==> src/sv/sgaw_pkg.sv <==
// ----------------------------------------------------------------------------
// sgaw_pkg: shared types and constants for the strided get address walker
// payload structs, register map and configuration defaults
// ----------------------------------------------------------------------------
package sgaw_pkg;

    localparam int MAX_LEVELS_DEF  = 2;
    localparam int ADDR_WIDTH_DEF  = 32;
    localparam int COUNT_WIDTH_DEF = 16;

    localparam int CFG_INDEX_WIDTH = 3;
    localparam int CFG_DATA_WIDTH  = 32;

    typedef enum logic [CFG_INDEX_WIDTH-1:0] {
        REG_LEVELS_IN_USE    = 3'd0,
        REG_BLOCK_LENGTH     = 3'd1,
        REG_COUNT_INNER      = 3'd2,
        REG_COUNT_OUTER      = 3'd3,
        REG_SRC_STRIDE_INNER = 3'd4,
        REG_SRC_STRIDE_OUTER = 3'd5,
        REG_DST_STRIDE_INNER = 3'd6,
        REG_DST_STRIDE_OUTER = 3'd7
    } reg_index_t;

    localparam logic OP_START = 1'b0;
    localparam logic OP_NEXT  = 1'b1;

    typedef struct packed {
        logic        opcode;
        logic [15:0] peer_rank;
        logic [31:0] src_start;
        logic [31:0] dst_start;
    } in_item_t;

    typedef struct packed {
        logic [15:0] peer_out;
        logic [31:0] src_addr;
        logic [31:0] dst_addr;
        logic [15:0] chunk_bytes;
        logic        last;
        logic        error;
    } out_item_t;

    typedef struct packed {
        logic [1:0]         levels_in_use;
        logic [15:0]        block_length;
        logic [15:0]        count_inner;
        logic [15:0]        count_outer;
        logic signed [31:0] src_stride_inner;
        logic signed [31:0] src_stride_outer;
        logic signed [31:0] dst_stride_inner;
        logic signed [31:0] dst_stride_outer;
    } cfg_t;

    localparam cfg_t CFG_RESET = '{
        levels_in_use:    2'd0,
        block_length:     16'd1,
        count_inner:      16'd1,
        count_outer:      16'd1,
        src_stride_inner: 32'sd0,
        src_stride_outer: 32'sd0,
        dst_stride_inner: 32'sd0,
        dst_stride_outer: 32'sd0
    };

endpackage

==> src/sv/strided_get_address_walker.sv <==
// ----------------------------------------------------------------------------
// strided_get_address_walker: two-level strided get command generator
// latency: a result is valid in the cycle after its input transaction
// throughput: one transaction per cycle while results are taken, bounded by one address add per side
// in_ready drops only while a finished result is held by out_ready low
// reset clears the walk state (no active transfer) and loads register defaults
// ----------------------------------------------------------------------------
module strided_get_address_walker #(
    parameter int MAX_LEVELS  = sgaw_pkg::MAX_LEVELS_DEF,
    parameter int ADDR_WIDTH  = sgaw_pkg::ADDR_WIDTH_DEF,
    parameter int COUNT_WIDTH = sgaw_pkg::COUNT_WIDTH_DEF
) (
    input  logic                                 clk,
    input  logic                                 rst_n,
    input  logic                                 in_valid,
    output logic                                 in_ready,
    input  sgaw_pkg::in_item_t                   in_data,
    output logic                                 out_valid,
    input  logic                                 out_ready,
    output sgaw_pkg::out_item_t                  out_data,
    input  logic                                 cfg_write,
    input  logic [sgaw_pkg::CFG_INDEX_WIDTH-1:0] cfg_index,
    input  logic [sgaw_pkg::CFG_DATA_WIDTH-1:0]  cfg_data
);

    sgaw_pkg::cfg_t cfg;

    sgaw_regs u_regs (
        .clk       (clk),
        .rst_n     (rst_n),
        .cfg_write (cfg_write),
        .cfg_index (cfg_index),
        .cfg_data  (cfg_data),
        .cfg       (cfg)
    );

    // walk state
    logic [ADDR_WIDTH-1:0]  cur_src_reg, cur_src_next;
    logic [ADDR_WIDTH-1:0]  cur_dst_reg, cur_dst_next;
    logic [ADDR_WIDTH-1:0]  row_src_reg, row_src_next;
    logic [ADDR_WIDTH-1:0]  row_dst_reg, row_dst_next;
    logic [COUNT_WIDTH-1:0] inner_reg, inner_next;
    logic [COUNT_WIDTH-1:0] outer_reg, outer_next;
    logic [15:0]            peer_reg, peer_next;
    logic                   busy_reg, busy_next;

    logic                   out_valid_reg, out_valid_next;
    sgaw_pkg::out_item_t    out_data_reg, out_data_next;

    logic                   accept;
    logic                   is_start;
    logic                   is_error;
    logic                   lvl1_on;
    logic                   lvl2_on;
    logic [COUNT_WIDTH-1:0] cnt_in_raw, cnt_out_raw;
    logic [COUNT_WIDTH-1:0] cnt_in, cnt_out;
    logic [ADDR_WIDTH-1:0]  base_src, base_dst, base_row_src, base_row_dst;
    logic [COUNT_WIDTH-1:0] base_inner, base_outer;
    logic [15:0]            base_peer;
    logic                   inner_end, outer_end, is_last;
    logic [ADDR_WIDTH-1:0]  row_src_step, row_dst_step;

    assign in_ready = !out_valid_reg || out_ready;
    assign accept   = in_valid && in_ready;
    assign is_start = (in_data.opcode == sgaw_pkg::OP_START);
    assign is_error = !is_start && !busy_reg;

    // levels above the maximum act as the maximum
    assign lvl1_on = (cfg.levels_in_use != 2'd0);
    assign lvl2_on = (MAX_LEVELS >= 2) && (cfg.levels_in_use >= 2'd2);

    assign cnt_in_raw  = COUNT_WIDTH'(cfg.count_inner);
    assign cnt_out_raw = COUNT_WIDTH'(cfg.count_outer);
    assign cnt_in  = (lvl1_on && cnt_in_raw != '0) ? cnt_in_raw : COUNT_WIDTH'(1);
    assign cnt_out = (lvl2_on && cnt_out_raw != '0) ? cnt_out_raw : COUNT_WIDTH'(1);

    // a start loads the walk origin in the same cycle it is issued
    assign base_src     = is_start ? ADDR_WIDTH'(in_data.src_start) : cur_src_reg;
    assign base_dst     = is_start ? ADDR_WIDTH'(in_data.dst_start) : cur_dst_reg;
    assign base_row_src = is_start ? ADDR_WIDTH'(in_data.src_start) : row_src_reg;
    assign base_row_dst = is_start ? ADDR_WIDTH'(in_data.dst_start) : row_dst_reg;
    assign base_inner   = is_start ? '0 : inner_reg;
    assign base_outer   = is_start ? '0 : outer_reg;
    assign base_peer    = is_start ? in_data.peer_rank : peer_reg;

    // index + 1 >= count, with count at least one
    assign inner_end = (base_inner >= cnt_in - COUNT_WIDTH'(1));
    assign outer_end = (base_outer >= cnt_out - COUNT_WIDTH'(1));
    assign is_last   = inner_end && outer_end;

    assign row_src_step = base_row_src + ADDR_WIDTH'(cfg.src_stride_outer);
    assign row_dst_step = base_row_dst + ADDR_WIDTH'(cfg.dst_stride_outer);

    always_comb
    begin
        cur_src_next = cur_src_reg;
        cur_dst_next = cur_dst_reg;
        row_src_next = row_src_reg;
        row_dst_next = row_dst_reg;
        inner_next   = inner_reg;
        outer_next   = outer_reg;
        peer_next    = peer_reg;
        busy_next    = busy_reg;
        if (accept && !is_error)
        begin
            cur_src_next = base_src;
            cur_dst_next = base_dst;
            row_src_next = base_row_src;
            row_dst_next = base_row_dst;
            inner_next   = base_inner;
            outer_next   = base_outer;
            peer_next    = base_peer;
            busy_next    = !is_last;
            if (!is_last)
            begin
                if (!inner_end)
                begin
                    inner_next   = base_inner + COUNT_WIDTH'(1);
                    cur_src_next = base_src + ADDR_WIDTH'(cfg.src_stride_inner);
                    cur_dst_next = base_dst + ADDR_WIDTH'(cfg.dst_stride_inner);
                end
                else
                begin
                    // row wrap: back to the row start, then one outer step
                    inner_next   = '0;
                    outer_next   = base_outer + COUNT_WIDTH'(1);
                    row_src_next = row_src_step;
                    row_dst_next = row_dst_step;
                    cur_src_next = row_src_step;
                    cur_dst_next = row_dst_step;
                end
            end
        end
    end

    always_comb
    begin
        out_valid_next = out_valid_reg;
        out_data_next  = out_data_reg;
        if (accept)
        begin
            out_valid_next = 1'b1;
            if (is_error)
            begin
                out_data_next       = '0;
                out_data_next.error = 1'b1;
            end
            else
            begin
                out_data_next.peer_out    = base_peer;
                out_data_next.src_addr    = 32'(base_src);
                out_data_next.dst_addr    = 32'(base_dst);
                out_data_next.chunk_bytes = cfg.block_length;
                out_data_next.last        = is_last;
                out_data_next.error       = 1'b0;
            end
        end
        else if (out_ready)
        begin
            out_valid_next = 1'b0;
        end
    end

    always_ff @(posedge clk or negedge rst_n)
    begin
        if (!rst_n)
        begin
            cur_src_reg   <= '0;
            cur_dst_reg   <= '0;
            row_src_reg   <= '0;
            row_dst_reg   <= '0;
            inner_reg     <= '0;
            outer_reg     <= '0;
            peer_reg      <= '0;
            busy_reg      <= 1'b0;
            out_valid_reg <= 1'b0;
        end
        else
        begin
            cur_src_reg   <= cur_src_next;
            cur_dst_reg   <= cur_dst_next;
            row_src_reg   <= row_src_next;
            row_dst_reg   <= row_dst_next;
            inner_reg     <= inner_next;
            outer_reg     <= outer_next;
            peer_reg      <= peer_next;
            busy_reg      <= busy_next;
            out_valid_reg <= out_valid_next;
        end
    end

    always_ff @(posedge clk)
    begin
        out_data_reg <= out_data_next;
    end

    assign out_valid = out_valid_reg;
    assign out_data  = out_data_reg;

endmodule

==> src/sv/sgaw_regs.sv <==
// ----------------------------------------------------------------------------
// sgaw_regs: configuration register file
// decodes the write port into the transfer shape registers
// ----------------------------------------------------------------------------
module sgaw_regs (
    input  logic                                 clk,
    input  logic                                 rst_n,
    input  logic                                 cfg_write,
    input  logic [sgaw_pkg::CFG_INDEX_WIDTH-1:0] cfg_index,
    input  logic [sgaw_pkg::CFG_DATA_WIDTH-1:0]  cfg_data,
    output sgaw_pkg::cfg_t                       cfg
);

    sgaw_pkg::cfg_t cfg_reg;
    sgaw_pkg::cfg_t cfg_next;

    always_comb
    begin
        cfg_next = cfg_reg;
        if (cfg_write)
        begin
            unique case (sgaw_pkg::reg_index_t'(cfg_index))
                sgaw_pkg::REG_LEVELS_IN_USE:    cfg_next.levels_in_use    = cfg_data[1:0];
                sgaw_pkg::REG_BLOCK_LENGTH:     cfg_next.block_length     = cfg_data[15:0];
                sgaw_pkg::REG_COUNT_INNER:      cfg_next.count_inner      = cfg_data[15:0];
                sgaw_pkg::REG_COUNT_OUTER:      cfg_next.count_outer      = cfg_data[15:0];
                sgaw_pkg::REG_SRC_STRIDE_INNER: cfg_next.src_stride_inner = cfg_data[31:0];
                sgaw_pkg::REG_SRC_STRIDE_OUTER: cfg_next.src_stride_outer = cfg_data[31:0];
                sgaw_pkg::REG_DST_STRIDE_INNER: cfg_next.dst_stride_inner = cfg_data[31:0];
                sgaw_pkg::REG_DST_STRIDE_OUTER: cfg_next.dst_stride_outer = cfg_data[31:0];
                default:                        cfg_next = cfg_reg;
            endcase
        end
    end

    always_ff @(posedge clk or negedge rst_n)
    begin
        if (!rst_n)
        begin
            cfg_reg <= sgaw_pkg::CFG_RESET;
        end
        else
        begin
            cfg_reg <= cfg_next;
        end
    end

    assign cfg = cfg_reg;

endmodule

==> config.mk <==
export PLATFORM = sky130hd
export DESIGN_NAME = strided_get_address_walker
export DESIGN_NICKNAME = d
export VERILOG_FILES = /design/src/sv/sgaw_pkg.sv /design/src/sv/strided_get_address_walker.sv /design/src/sv/sgaw_regs.sv
export SDC_FILE = /design/constraint.sdc
export NUM_CORES = 1
export LEC_CHECK = 0
export ABC_AREA = 1
export BUFFER_PORTS_ARGS = -buffer_cell sky130_fd_sc_hd__buf_2
export CORE_MARGIN = 2
export CORE_UTILIZATION = 56
export CTS_CLUSTER_DIAMETER = 100
export CTS_CLUSTER_SIZE = 12
export DETAILED_ROUTE_END_ITERATION = 10
export PLACE_DENSITY = 0.78
export SLEW_MARGIN = 10
export SYNTH_ARGS = -nofsm -noshare
export SYNTH_HDL_FRONTEND = slang
export SYNTH_SLANG_ARGS = --single-unit
==> constraint.sdc <==
create_clock -name clk -period 3.8 [get_ports clk]
set_clock_uncertainty 0.1 [all_clocks]
set_input_delay 0.57 -clock clk [delete_from_list [all_inputs] [get_ports clk]]
set_output_delay 0.57 -clock clk [all_outputs]
set_load 0.01 [all_outputs]
==> flow_summary.yaml <==
outcome:
  status: "complete, no violations"
sta:
  timing.fmax_mhz: 268
  hold_ws_ns: 0.134
  final_hold_viol_count: 0
  fin_ws_ns: 0.0751
  fin_crit_sh: 0.980
  rsz0062_at_grt: "true"
  final-setup-viol-count: 0
  period_needed_ns: 3.72
  final_max_slew_viol_count: 0
  max_slew_margin: 0.314
  worst_pin_slew_ns: 1.02
worst_setup_path:
  cp-start-kind: "register"
  worstSetupPathType: "reg -> reg"
  crit-reg2reg-launch: "u_regs.cfg[150]"
  r2r_end: "cur_src_reg[15]"
  rr_worst_depth: 22
  critical_path_required_ns: 4.23
  cp-end-kind: "register"
  r2r_setup_slack_ns: 0.08
  arrival_ns: 4.15
  path_max_fanout: 8
worst_hold_path:
  min_from: "cfg_data[1]"
  hp-class: "in -> reg"
  min_path_cells: 3
  hold-path-endpoint: "u_regs.cfg[1]"
grt:
  grt_max_degree: 98
  grt_overflow: 0
  grt_pass1_vias: 30000
  grt_pass1_wl_um: 160000
  track_usage: 0.338
  antenna_found_initial: 5
die:
  core_sq_um: 57700
  ioPinCount: 221
  rows: 88
  initial_core_util: 0.566
  die_area_sq_um: 60300
  fp.dieW_um: 245
  die_height_um: 245
cts:
  clk_latency_ns: 0.61
  root_buffer: "clkbuf_16"
  clk_path_buf_depth: 3
  numCtsBuffers: 43
  cts_sinks: 454
  path_clk_slew_ns: 0.07
  cts_tree: "yes"
  cts.htree.levels: 2
routing:
  vias: 32400
  wl_per_cell_um: 17.5
  drt-initial-drc-count: 3080
  drc: 0
  postRouteAntennaNets: 0
  firstDrtPassIters: 6
  avgViaCountPerCell: 5.36
  met3_length_um: 8500
  top_layer_used: "met4"
  met2_length_um: 48600
  met1_length_um: 44200
  wirelength_um: 106000
synthesis:
  yosysWarnings: 0
  synth_edf_count: 98
  synthCells: 5004
  async_reset_ff_frac: 0.784
  ys_seq_area_frac: 0.363
  syn_nets: 5289
  mappedNetlistArea_sq_um: 32700
  syn_area_per_cell_sq_um: 6.53
  synth.distinct_cells: 52
  synthFlopType: "dfrtp_1"
  synth-seq-cells: 454
cells_and_area:
  drive_gt1_frac: 0.116
  fillers: 5221
  multi_input_area_sq_um: 17600
  seqCellArea_sq_um: 11900
  syn2layout_area_growth_pct: 15.6
  fin_nets: 5548
  largest_reg_flops: 178
  antenna_cells: 0
pwr:
  clkPwrFrac: 0.188
  p_int_mw: 12.2
  design_power_total_mw: 22.0
  pwr-share-seq: 0.310
  ir_drop_mv: 0.359
  p_leak_nw: 21.5
  p_per_area_nw_per_um2: 582
  combPwrFrac: 0.502
  power_switching_mw: 9.76
  sw_frac_of_total: 0.445
run:
  maxCapViolCount: 0
placed_design:
  io_buffers: 220
  dp_hpwl_um: 76300
  finalWeightedCongestion: 0.983
  dpl_worst_slack_ns: -0.0523
cell usage in the layout, fill, tap and decap left out, types with 59 or more instances in the layout:
cell type     n
a21oi_1     139
buf_2       218
buf_4        83
dfrtp_1     353
edfxtp_1     98
ha_1        154
inv_1       897
nand2_1    1764
nand2_2      59
nand3_1     210
nor2_1      419
o21ai_0     296
o21ai_1      61
cells by family (layout without fill, tap and decap cells):
group,Yosys count,in the layout,synth area share
buffers and inverters,1050,1335,0.126
flip-flops,454,454,0.363
multiplexers,16,16,0.00490
XOR/XNOR,89,89,0.0239
adder cells (fa/ha/maj),164,164,0.0638
AND/OR/NAND/NOR,2684,2684,0.331
AO/OA/AOI/OAI,547,547,0.0874
worst max-delay path, cell delays in order (launching register included):
cell and delay (ns):
dfrtp_1 0.38, or2_4 0.26, nor3_4 0.17, nand3_2 0.13
buf_6 0.18, o211ai_1 0.12, nand2_1 0.17, nor2_4 0.15
buf_4 0.11, xor2_1 0.06, ha_1 0.28, nand4_1 0.13
nor3_4 0.25, nand3_2 0.16, inv_2 0.09, nor2_4 0.05
nor2_4 0.17, buf_12 0.18, clkbuf_16 0.19, nand2_4 0.07
nand2_1 0.07, nor2_1 0.04, nor2_1 0.10
power groups by stage:
stage                     clock [mW]  combinational (mW)  sequential, mW
after floorplan                    0                7.15            6.80
after global placement             0                9.80            6.82
after detailed placement           0                9.96            6.87
after CTS                       4.17                10.0            6.79
after global routing            4.36                12.3            6.91
final                           4.13                11.0            6.81
synth_stat cells (all sizes together) (4+ instances only):
library cell	number	area share
nand2	1863	0.21
inv	911	0.10
nor2	453	0.053
o21ai	362	0.055
dfrtp	353	0.27
nand3	228	0.035
ha	160	0.061
a21oi	144	0.022
edfxtp	98	0.090
buf	70	0.013
clkbuf	68	0.0081
xor2	58	0.016
nand4	38	0.0073
nor3	35	0.0058
xnor2	31	0.0083
nand3b	22	0.0051
or2	18	0.0034
and2	16	0.0031
mux2i	16	0.0049
o21bai	9	0.0021
and3	7	0.0013
o211ai	7	0.0018
a2bb2oi	6	0.0016
o31ai	5	0.0013
fa	4	0.0025
o22ai	4	0.00077
per-layer routing:
layer	global-route usage	vias to the layer above
met1	0.461	15000
met2	0.551	1376
met3	0.0447	238
met5	0	-
li1	-	15900
met4	0.119	0
through the flow:
step	cell area [sq um]	instances	utilization	setup TNS [ns]
6_report	37800	6054	0.654	0
5_1_grt	37800	6054	0.654	-11.35
4_1_cts	36200	6009	0.628	0
3_5_place_dp	35000	5936	0.606	-0.329
3_3_place_gp	35000	5936	0.606	0
2_1_floorplan	32700	5004	-	0
how the worst max path moves through the flow:
| stage | start | endpoint | slack (ns) | cells after the start |
|---|---|---|---|---|
| 6_report | u_regs.cfg[150] | cur_src_reg[15] | 0.08 | 22 |
| 5_1_grt | u_regs.cfg[150] | row_dst_reg[8] | -0.14 | 22 |
| 4_1_cts | u_regs.cfg[143] | outer_reg[5] | 0.03 | 24 |
| 3_5_place_dp | u_regs.cfg[145] | inner_reg[14] | -0.05 | 21 |
| 3_3_place_gp | u_regs.cfg[149] | inner_reg[13] | 0.07 | 22 |
| 2_1_floorplan | u_regs.cfg[149] | row_dst_reg[21] | 0.26 | 26 |
layout make-up:
cell class              count  area share
well taps                 765      0.0254
multi-input cells        3500       0.465
clock buffers              68      0.0313
inverters                 912      0.0917
flip-flops and latches    454       0.314
repair buffers            352      0.0711
clock inverters             3     0.00146
what timing repair did:
action	CTS	global route
hold buffers	1	0
pin swaps	1	97
endpoints found under the hold margin	85	0
setup endpoints to repair	37	162
resized for setup	4	262
gates cloned	0	18
buffers inserted	1	27
No activity file was read; power rests on OpenSTA's default activity.
